File: config.mk
export PLATFORM = sky130hd
export DESIGN_NAME = hysteresis_peak_detector
export DESIGN_NICKNAME = d
export VERILOG_FILES = /design/src/rtl/hpd_pkg.sv /design/src/rtl/hysteresis_peak_detector.sv /design/src/rtl/hpd_cfg.sv /design/src/rtl/hpd_core.sv
export SDC_FILE = /design/constraint.sdc
export NUM_CORES = 1
export LEC_CHECK = 0
export BUFFER_PORTS_ARGS = -buffer_cell sky130_fd_sc_hd__buf_4
export CORE_ASPECT_RATIO = 1.1
export CORE_MARGIN = 4
export CORE_UTILIZATION = 58
export DETAILED_ROUTE_END_ITERATION = 10
export HOLD_SLACK_MARGIN = 0.15
export PLACE_DENSITY = 0.87
export SLEW_MARGIN = 5
export SYNTH_ARGS = -nofsm -noshare
export SYNTH_HDL_FRONTEND = slang
export SYNTH_SLANG_ARGS = --single-unit
export TNS_END_PERCENT = 30
File: constraint.sdc
create_clock -name aclk -period 5.9 [get_ports aclk]
set_input_delay 0.59 -clock aclk [delete_from_list [all_inputs] [get_ports aclk]]
set_output_delay 0.59 -clock aclk [all_outputs]
set_load 0.1 [all_outputs]
File: src/rtl/hpd_pkg.sv
// ----------------------------------------------------------------------------
// hpd_pkg
// Shared types and constants of the hysteresis peak detector.
// ----------------------------------------------------------------------------
package hpd_pkg;

    localparam int SAMPLE_W   = 16;
    localparam int PEAK_POS_W = 12;
    localparam int STATUS_W   = 2;
    localparam int APB_DATA_W = 32;
    localparam int APB_ADDR_W = 3;
    localparam int OUT_DATA_W = 32;

    localparam logic [STATUS_W-1:0] STATUS_FOUND       = 2'd0;
    localparam logic [STATUS_W-1:0] STATUS_NO_PEAK     = 2'd1;
    localparam logic [STATUS_W-1:0] STATUS_BAD_THRESH  = 2'd2;
    localparam logic [STATUS_W-1:0] STATUS_TOO_LONG    = 2'd3;

    localparam logic REG_HIGH_THRESHOLD = 1'b0;
    localparam logic REG_LOW_THRESHOLD  = 1'b1;

    localparam logic signed [SAMPLE_W-1:0] HIGH_THRESHOLD_RESET = 16'sd16384;
    localparam logic signed [SAMPLE_W-1:0] LOW_THRESHOLD_RESET  = 16'sd8192;

    typedef struct packed {
        logic signed [SAMPLE_W-1:0] high;
        logic signed [SAMPLE_W-1:0] low;
    } hpd_thresh_t;

    typedef struct packed {
        logic signed [SAMPLE_W-1:0] level;
        logic [PEAK_POS_W-1:0]      position;
        logic [STATUS_W-1:0]        status;
    } hpd_result_t;

endpackage

File: src/rtl/hysteresis_peak_detector.sv
// ----------------------------------------------------------------------------
// hysteresis_peak_detector
// Framed correlation peak detector with hysteresis thresholds.
// ----------------------------------------------------------------------------
// The block takes one signed Q1.15 sample per cycle and gives one result item
// per frame, after its last item passes the input and output registers. Every
// item passes an input register and one pass of compare logic that updates the
// region and best-peak registers, so one item per cycle is sustained; the
// input side stalls only when a last item finds the output register still
// holding an untaken result. Thresholds are written over APB at byte addresses
// 0 (high) and 4 (low) while no item is in flight, a user rule the block does
// not enforce; a change between two items of a frame applies to later items.
module hysteresis_peak_detector #(
    parameter int MAX_FRAME_LEN = 4096
) (
    input  logic                                aclk,
    input  logic                                aresetn,
    // tdata: sample[15:0]
    input  logic                                s_tvalid,
    output logic                                s_tready,
    input  logic [hpd_pkg::SAMPLE_W-1:0]        s_tdata,
    input  logic                                s_tlast,
    // tdata: status[1:0], peak_position[13:2], peak_level[29:14], zeros[31:30]
    output logic                                m_tvalid,
    input  logic                                m_tready,
    output logic [hpd_pkg::OUT_DATA_W-1:0]      m_tdata,
    input  logic                                psel,
    input  logic                                penable,
    input  logic                                pwrite,
    input  logic [hpd_pkg::APB_ADDR_W-1:0]      paddr,
    input  logic [hpd_pkg::APB_DATA_W-1:0]      pwdata,
    output logic [hpd_pkg::APB_DATA_W-1:0]      prdata,
    output logic                                pready
);
    import hpd_pkg::*;

    hpd_thresh_t                thresh;
    hpd_result_t                result;
    hpd_result_t                out_data_reg;
    logic                       in_valid_reg;
    logic signed [SAMPLE_W-1:0] in_sample_reg;
    logic                       in_last_reg;
    logic                       out_valid_reg;
    logic                       out_free;
    logic                       proc_fire;

    hpd_cfg u_cfg (
        .aclk    (aclk),
        .aresetn (aresetn),
        .psel    (psel),
        .penable (penable),
        .pwrite  (pwrite),
        .paddr   (paddr),
        .pwdata  (pwdata),
        .prdata  (prdata),
        .pready  (pready),
        .thresh  (thresh)
    );

    assign out_free  = !out_valid_reg || m_tready;
    assign proc_fire = in_valid_reg && (!in_last_reg || out_free);
    assign s_tready  = !in_valid_reg || proc_fire;

    always_ff @(posedge aclk) begin
        if (!aresetn) begin
            in_valid_reg <= 1'b0;
        end else if (s_tready) begin
            in_valid_reg <= s_tvalid;
        end
    end

    always_ff @(posedge aclk) begin
        if (s_tready && s_tvalid) begin
            in_sample_reg <= s_tdata;
            in_last_reg   <= s_tlast;
        end
    end

    hpd_core #(
        .MAX_FRAME_LEN (MAX_FRAME_LEN)
    ) u_core (
        .aclk      (aclk),
        .aresetn   (aresetn),
        .fire      (proc_fire),
        .sample    (in_sample_reg),
        .frame_end (in_last_reg),
        .thresh    (thresh),
        .result    (result)
    );

    always_ff @(posedge aclk) begin
        if (!aresetn) begin
            out_valid_reg <= 1'b0;
        end else if (proc_fire && in_last_reg) begin
            out_valid_reg <= 1'b1;
        end else if (m_tready) begin
            out_valid_reg <= 1'b0;
        end
    end

    always_ff @(posedge aclk) begin
        if (proc_fire && in_last_reg) begin
            out_data_reg <= result;
        end
    end

    assign m_tvalid = out_valid_reg;
    assign m_tdata  = OUT_DATA_W'(out_data_reg);

    a_result_from_last: assert property (@(posedge aclk) disable iff (!aresetn)
        $rose(out_valid_reg) |-> $past(proc_fire && in_last_reg))
        else $error("result appeared without a processed last item");

    a_found_positive: assert property (@(posedge aclk) disable iff (!aresetn)
        (out_valid_reg && out_data_reg.status == STATUS_FOUND)
            |-> (out_data_reg.level > 0))
        else $error("found peak is not above zero");

    a_no_peak_zero: assert property (@(posedge aclk) disable iff (!aresetn)
        (out_valid_reg && out_data_reg.status != STATUS_FOUND)
            |-> (out_data_reg.level == 0 && out_data_reg.position == 0))
        else $error("peak fields not zero without a found peak");

    a_stall_cause: assert property (@(posedge aclk) disable iff (!aresetn)
        !s_tready |-> (in_valid_reg && in_last_reg && out_valid_reg && !m_tready))
        else $error("input stalled without a blocked result");

endmodule

File: src/rtl/hpd_cfg.sv
// ----------------------------------------------------------------------------
// hpd_cfg
// APB register file holding the high and low thresholds.
// ----------------------------------------------------------------------------
module hpd_cfg (
    input  logic                                aclk,
    input  logic                                aresetn,
    input  logic                                psel,
    input  logic                                penable,
    input  logic                                pwrite,
    input  logic [hpd_pkg::APB_ADDR_W-1:0]      paddr,
    input  logic [hpd_pkg::APB_DATA_W-1:0]      pwdata,
    output logic [hpd_pkg::APB_DATA_W-1:0]      prdata,
    output logic                                pready,
    output hpd_pkg::hpd_thresh_t                thresh
);
    import hpd_pkg::*;

    logic signed [SAMPLE_W-1:0] high_reg;
    logic signed [SAMPLE_W-1:0] low_reg;
    logic                       wr_en;
    logic                       reg_sel;

    assign pready  = 1'b1;
    assign wr_en   = psel && penable && pwrite && pready;
    assign reg_sel = paddr[2];

    always_ff @(posedge aclk) begin
        if (!aresetn) begin
            high_reg <= HIGH_THRESHOLD_RESET;
            low_reg  <= LOW_THRESHOLD_RESET;
        end else if (wr_en) begin
            unique case (reg_sel)
                REG_HIGH_THRESHOLD: high_reg <= pwdata[SAMPLE_W-1:0];
                REG_LOW_THRESHOLD:  low_reg  <= pwdata[SAMPLE_W-1:0];
                default: ;
            endcase
        end
    end

    always_comb begin
        unique case (reg_sel)
            REG_HIGH_THRESHOLD: prdata = APB_DATA_W'(high_reg);
            REG_LOW_THRESHOLD:  prdata = APB_DATA_W'(low_reg);
            default:            prdata = '0;
        endcase
    end

    assign thresh.high = high_reg;
    assign thresh.low  = low_reg;

endmodule

File: src/rtl/hpd_core.sv
// ----------------------------------------------------------------------------
// hpd_core
// Region tracking, best peak selection and frame-end status in one pass.
// ----------------------------------------------------------------------------
module hpd_core #(
    parameter int MAX_FRAME_LEN = 4096
) (
    input  logic                                aclk,
    input  logic                                aresetn,
    input  logic                                fire,
    input  logic signed [hpd_pkg::SAMPLE_W-1:0] sample,
    input  logic                                frame_end,
    input  hpd_pkg::hpd_thresh_t                thresh,
    output hpd_pkg::hpd_result_t                result
);
    import hpd_pkg::*;

    localparam int POS_W = (MAX_FRAME_LEN > 2) ? $clog2(MAX_FRAME_LEN) : 1;
    localparam logic [POS_W-1:0] POS_MAX = POS_W'(MAX_FRAME_LEN - 1);

    logic                       in_region_reg,  in_region_next;
    logic signed [SAMPLE_W-1:0] region_max_reg, region_max_next;
    logic [POS_W-1:0]           region_pos_reg, region_pos_next;
    logic signed [SAMPLE_W-1:0] best_level_reg, best_level_next;
    logic [POS_W-1:0]           best_pos_reg,   best_pos_next;
    logic                       best_found_reg, best_found_next;
    logic [POS_W-1:0]           sample_pos_reg, sample_pos_next;
    logic                       overflow_reg,   overflow_next;

    logic                       region_upd;
    logic                       region_close;
    logic                       do_offer;
    logic                       take_best;
    logic [POS_W+PEAK_POS_W-1:0] pos_wide;

    always_comb begin
        region_upd   = in_region_reg ? (sample > region_max_reg) : (sample > thresh.high);
        region_close = in_region_reg && (sample < thresh.low);

        region_max_next = region_upd ? sample : region_max_reg;
        region_pos_next = region_upd ? sample_pos_reg : region_pos_reg;
        in_region_next  = in_region_reg ? !region_close : region_upd;

        do_offer  = region_close || (frame_end && in_region_next);
        take_best = do_offer && (region_max_next > best_level_reg);

        best_level_next = take_best ? region_max_next : best_level_reg;
        best_pos_next   = take_best ? region_pos_next : best_pos_reg;
        best_found_next = best_found_reg || take_best;

        if (sample_pos_reg >= POS_MAX) begin
            sample_pos_next = sample_pos_reg;
            overflow_next   = 1'b1;
        end else begin
            sample_pos_next = sample_pos_reg + 1'b1;
            overflow_next   = overflow_reg;
        end

        pos_wide = {{PEAK_POS_W{1'b0}}, best_pos_next};

        result.position = '0;
        result.level    = '0;
        if (thresh.high < thresh.low) begin
            result.status = STATUS_BAD_THRESH;
        end else if (overflow_reg) begin
            result.status = STATUS_TOO_LONG;
        end else if (best_found_next) begin
            result.status   = STATUS_FOUND;
            result.position = pos_wide[PEAK_POS_W-1:0];
            result.level    = best_level_next;
        end else begin
            result.status = STATUS_NO_PEAK;
        end
    end

    always_ff @(posedge aclk) begin
        if (!aresetn || (fire && frame_end)) begin
            in_region_reg  <= 1'b0;
            region_max_reg <= '0;
            region_pos_reg <= '0;
            best_level_reg <= '0;
            best_pos_reg   <= '0;
            best_found_reg <= 1'b0;
            sample_pos_reg <= '0;
            overflow_reg   <= 1'b0;
        end else if (fire) begin
            in_region_reg  <= in_region_next;
            region_max_reg <= region_max_next;
            region_pos_reg <= region_pos_next;
            best_level_reg <= best_level_next;
            best_pos_reg   <= best_pos_next;
            best_found_reg <= best_found_next;
            sample_pos_reg <= sample_pos_next;
            overflow_reg   <= overflow_next;
        end
    end

endmodule
# Word level (Yosys, flattened, before mapping)

Cells that the tools add are included.

Bits of input ports: 59
Logic and storage cells: 65
Flip-flop bits (word level): 152
Output and inout port bits: 67

Bitwise logic cells: 3
Add/sub/neg operators: 1
Mux-type cells: 11
Reduce and logical (&&, ||, !) cells: 26
$lt $le $gt $ge: 6

Operators with widths:

| kind                                                            | number |
|---|---|
| 32-bit case mux with 2 select lines                             | 1 |
| 16-bit greater-than comparator                                  | 3 |
| 16-bit less-than comparator                                     | 2 |
| 16-bit two-way mux                                              | 2 |
| 12-bit two-way mux                                              | 2 |
| 12-bit by 1-bit adder with 12-bit output, second input constant | 1 |
| 12-bit greater-or-equal comparator, second input constant       | 1 |
| 1-bit logical AND                                               | 8 |
| 2-bit AND reduction                                             | 4 |
| 1-bit logical OR                                                | 6 |
| 1-bit two-way mux                                               | 6 |
| 1-bit logical NOT                                               | 5 |
| 1-bit NOT                                                       | 3 |
| 3-bit OR reduction                                              | 1 |
| 2-bit nonzero test                                              | 1 |
| 2-bit OR reduction                                              | 1 |

# Logic depth before layout (Yosys ltp)

Depth after elaboration: 10
Depth in mapped cells: 23
Depth with buffers taken out: 19

# Cells and area by module

Synthesis repeated with hierarchy kept, for this count alone.

Cells, all modules: 854
Area, all modules: 8348.0 µm²

Modules (own cells, without submodules):

| module                   | cells an instance | area each (µm²) | times used | seq. area each (µm²) |
|---|---|---|---|---|
| hpd_core                 | 629               | 5225.0          | 1          | 1421.4 |
| hpd_cfg                  | 163               | 1575.3          | 1          | 640.6 |
| hysteresis_peak_detector | 62                | 1547.7          | 1          | 1451.4 |

# Worst setup path before layout

No wires, ideal clock.

Path type: input to output
From: input port paddr[2] (netlist name)
To: output port prdata[16] (netlist name)
Stages on the path: 4
Arrival: 4.523 ns
Data required time: 5.310 ns
Setup slack: 0.787 ns
Path buffers: 3
Cells stage by stage: clkbuf_1 -> clkbuf_1 -> o21ai_0 -> buf_4

Word-level cells in the longest chain between the ends: 2

RTL lines:

| what                                  | RTL line                       | RTL |
|---|---|---|
| from (decl)                           | hysteresis_peak_detector.sv:30 | `input logic [hpd_pkg::APB_ADDR_W-1:0] paddr,` |
| 1-bit NOT                             | hpd_cfg.sv:42                  | `unique case (reg_sel)` |
| 32-bit case mux with 2 select lines * | hpd_cfg.sv:42                  |  |
| to (decl)                             | hysteresis_peak_detector.sv:32 | `output logic [hpd_pkg::APB_DATA_W-1:0] prdata,` |

Mark *: on every way between the ends. The rest lies on a longest branch, timed or not.

# Worst setup path after layout

From: register in_sample_reg[15]
To: register out_data_reg, in the netlist m_tdata[14] (data pin)

Elaborated cells on any way between the ends: 16
Classes of those cells: order compare (4); mux (4); bitwise (1); reduce/logical (7)

RTL lines:

| what                             | RTL line                        | RTL |
|---|---|---|
| from (decl)                      | hysteresis_peak_detector.sv:41  | `logic signed [SAMPLE_W-1:0] in_sample_reg;` |
| from (signal assigned)           | hysteresis_peak_detector.sv:74  | `in_sample_reg <= s_tdata;` |
| 16-bit greater-than comparator   | hpd_core.sv:37                  | `region_upd = in_region_reg ? (sample > region_max_reg) : (sample > thresh.high);` |
| 1-bit two-way mux *              | hpd_core.sv:37                  |  |
| 16-bit two-way mux *             | hpd_core.sv:40                  | `region_max_next = region_upd ? sample : region_max_reg;` |
| net u_core.region_max_next[1]    | hpd_core.sv:22                  | `logic signed [SAMPLE_W-1:0] region_max_reg, region_max_next;` |
| 16-bit greater-than comparator * | hpd_core.sv:45                  | `take_best = do_offer && (region_max_next > best_level_reg);` |
| 1-bit logical AND *              | hpd_core.sv:45                  |  |
| 1-bit logical OR                 | hpd_core.sv:49                  | `best_found_next = best_found_reg \|\| take_best;` |
| 1-bit NOT (no line)              | -                               |  |
| 3-bit OR reduction (no line)     | -                               |  |
| to (signal assigned)             | hysteresis_peak_detector.sv:103 | `out_data_reg <= result;` |
| to (decl)                        | hysteresis_peak_detector.sv:39  | `hpd_result_t out_data_reg;` |

The timed path passes the listed nets; every way through them passes the cells marked *.
A chain may end at the register's enable or synchronous reset.

==> flow_metrics.tcl <==
set metrics [dict create \
    drtIter0Drc 494 \
    wl_mm 18.13 \
    p_int_w 0.001978 \
    post-cts-setup-buffers 0 \
    std_cell_rows 45 \
    critPathCaptureType "register" \
    gp_congestion 0.8580 \
    dieArea_um2 16270 \
    syn_avg_cell_area_um2 9.241 \
    post-dp-hpwl_mm 12.74 \
    status "complete, no violations" \
    synth-warning-count 0 \
    pwr-share-comb_pct 17.7 \
    cts_root_buffer "clkbuf_16" \
    hold_buffers 0 \
    vias 6571 \
    design.portCount 126 \
    ff2ff_setup_slack_ns 0.44 \
    synth_top_flop_cell "dfxtp_1" \
    core_um2 13910 \
    syn_to_final_growth_pct 17.16 \
    ff2ff_path_depth 19 \
    start_kind "register" \
    cts_tree "done" \
    vias_per_cell 5.607 \
    rsz0062_at_grt "no" \
    whs_endpoint "in_sample_reg[5]$_DFFE_PP_" \
    seq_area_frac_synth_pct 42.38 \
    power_density_nw_per_um2 288.5 \
    p_leak_nw 3.862 \
    drt-pass1-iter-count 5 \
    largest_reg_flops 30 \
    drive_above_1_share_pct 16.46 \
    hold_path.class "input port to register" \
    stdcell_area_um2 9712 \
    pwr-share-clk_pct 41.2 \
    globalRouteMet3Util_pct 5.011 \
    ir_drop_mv 0.2045 \
    grt_busiest_layer "met2" \
    crit_type "register to register" \
    num_antenna_cells 0 \
    routedWlPerCell_um 15.47 \
    cap_viol_max_count 0 \
    numCtsBuffers 17 \
    hold_violations 0 \
    cp.arrival_ns 5.71 \
    die-width_um 122.0 \
    grt_overflow 0 \
    finalSetupViolations 0 \
    yosys.area.top_type_share_pct 25.36 \
    reg2reg_from "in_sample_reg[15]$_DFFE_PP_" \
    crit_required_ns 6.15 \
    hp-start "s_tdata[5]" \
    hold-path-cell-count 1 \
    clk_pin_slew_worst_paths_ns 0.07 \
    synth.most_common_cell "nand2_1" \
    synthTopCellsByCount "nand2_1, dfxtp_1, inv_1" \
    grtUsageTotal_pct 23.06 \
    use_met2_pct 37.07 \
    nets 1109 \
    synth_top_cell_by_area "dfxtp_1" \
    place_inst 1140 \
    first_global_vias 6330 \
    cts_num_sinks 152 \
    period_share_pct 92.55 \
    clk_path_buf_depth 2 \
    maxSlewHeadroom_pct 18.79 \
    drtAntennaViolNets 0 \
    yosys-top-cells-area "dfxtp_1, edfxtp_1, ha_1" \
    fmaxAchievable_ghz 0.1831 \
    cts-resized-gates 0 \
    cp_max_fo 28 \
    tightest_slew_ns 1.214 \
    syn_area_um2 8289 \
    min_period_ns 5.461 \
    grt_max_degree 72 \
    synthDistinctLibCells 55 \
    regToRegEndpoint "m_tdata[14]$_SDFFCE_PP0P_" \
    fin_skew_ns 0.01029 \
    antenna_found_initial 0 \
    use_met1_pct 31.06 \
    netSwitchingPower_w 0.0008239 \
    setup_tns_ns 0 \
    clkLatencyLatePin_ns 0.43 \
    n_fill_cell 1029 \
    post_dp_cell_area_um2 9084 \
    p_sw_share_pct 29.40 \
    async_flop_share_pct 0 \
    p_seq_share_pct 41.1 \
    fin_cells 1172 \
    grt_pass1_wl_mm 30.23 \
    slew_viol_final 0 \
    synth_edf_count 47 \
    dieHeight_um 133.4 \
    start_util_pct 59.60 \
    synth.ff_latch_count 152 \
    cts_max_level 4 \
    synth_cells 897 \
    drcViolationCount 0 \
    portBuffers 104 \
]
-- cell usage in the layout (no fill, tap or decap), drive strengths merged, types with 3 or more instances in the layout --
master | synthesis | layout
nand2 | 126 | 126
buf | 37 | 113
dfxtp | 105 | 105
inv | 88 | 98
nor2 | 85 | 85
ha | 79 | 79
mux2i | 58 | 58
edfxtp | 47 | 47
a21boi | 32 | 32
a211oi | 30 | 30
o22ai | 29 | 29
a21oi | 27 | 27
o21ai | 27 | 27
nand4 | 18 | 18
clkbuf | 22 | 18
a21o | 10 | 10
nand3 | 7 | 7
xor2 | 7 | 7
nor2b | 6 | 6
nand2b | 6 | 6
nor4 | 6 | 6
o211ai | 4 | 4
or3 | 3 | 3
conb | 2 | 3
bufinv | 0 | 3
a31oi | 3 | 3
nor3 | 3 | 3
a221oi | 3 | 3
-- cell type report --
type / instances / area (µm²) / area share (%)
multi-input combinational: 599 / 4119 / 42.41
sequential: 152 / 3513 / 36.18
timing repair buffer: 113 / 885.9 / 9.121
clock buffer: 18 / 429.2 / 4.419
inverter: 88 / 330.3 / 3.401
tap: 188 / 235.2 / 2.422
clock inverter: 14 / 198.9 / 2.048
-- per-stage QoR --
step / util [%] / power, W / worst slack, ns / hold slack [ns]
after floorplan: - / 0.001543 / 0.7867 / 0.4568
after global placement: 65.32 / 0.001650 / 0.6680 / 0.4643
after detailed placement: 65.32 / 0.001664 / 0.5627 / 0.4721
after CTS: 69.83 / 0.002812 / 0.5338 / 0.3241
after global routing: 69.83 / 0.002912 / 0.1233 / 0.3226
final: 69.83 / 0.002802 / 0.4395 / 0.3327
-- worst max path at each step --
stage | from | endpoint | cells after the start | slack [ns]
2_1_floorplan | paddr[2] | prdata[16] | 4 | 0.79
3_3_place_gp | in_sample_reg[1]$_DFFE_PP_ | m_tdata[16]$_SDFFCE_PP0P_ | 20 | 0.67
3_5_place_dp | in_sample_reg[11]$_DFFE_PP_ | m_tdata[14]$_SDFFCE_PP0P_ | 19 | 0.56
4_1_cts | in_sample_reg[1]$_DFFE_PP_ | m_tdata[28]$_SDFFCE_PP0P_ | 20 | 0.53
5_1_grt | in_sample_reg[15]$_DFFE_PP_ | m_tdata[28]$_SDFFCE_PP0P_ | 19 | 0.12
6_report | in_sample_reg[15]$_DFFE_PP_ | m_tdata[14]$_SDFFCE_PP0P_ | 19 | 0.44
-- critical path, cell delays in order, from the launching register on --
cell,delay (ns)
edfxtp_1,0.50
ha_1,0.34
nand4_1,0.19
a2111o_1,0.44
a32oi_1,0.38
nand2_1,0.18
nand3_1,0.22
buf_4,0.24
mux2i_1,0.39
inv_1,0.08
ha_1,0.30
and4b_1,0.18
a211oi_1,0.28
o2111ai_1,0.16
a221oi_2,0.30
mux2i_1,0.40
nor3_2,0.10
nand2b_1,0.21
buf_12,0.19
o22ai_1,0.19
-- logic make-up (layout without fill, tap and decap cells) --
logic type / after synthesis / after routing / share of synthesized area, %
fa+ha+maj: 79 / 79 / 11.92
other cells: 2 / 3 / 0.09060
mux: 59 / 59 / 7.140
xor+xnor: 8 / 8 / 0.8453
compound gates: 177 / 177 / 14.90
flops: 152 / 152 / 42.38
buf+inv: 147 / 233 / 8.181
simple gates: 273 / 273 / 14.54
-- layer usage --
| layer | wire [µm] | up-vias |
|---|---|---|
| met3 | 1068 | 31 |
| li1 | - | 3265 |
| met2 | 8630 | 221 |
| met1 | 8127 | 3054 |
| met4 | 308 | 0 |
| met5 | 0 | - |
-- power by group through the flow --
| stage | sequential (W) | clock (W) | combinational [W] |
|---|---|---|---|
| global placement | 0.00117 | 0 | 0.000478 |
| global route | 0.00116 | 0.00121 | 0.000541 |
| finish | 0.00115 | 0.00115 | 0.000496 |
| CTS | 0.00115 | 0.00117 | 0.000496 |
| detailed placement | 0.00117 | 0 | 0.000490 |
| floorplan | 0.00121 | 0 | 0.000330 |
Power figures use the tool's default switching activity.
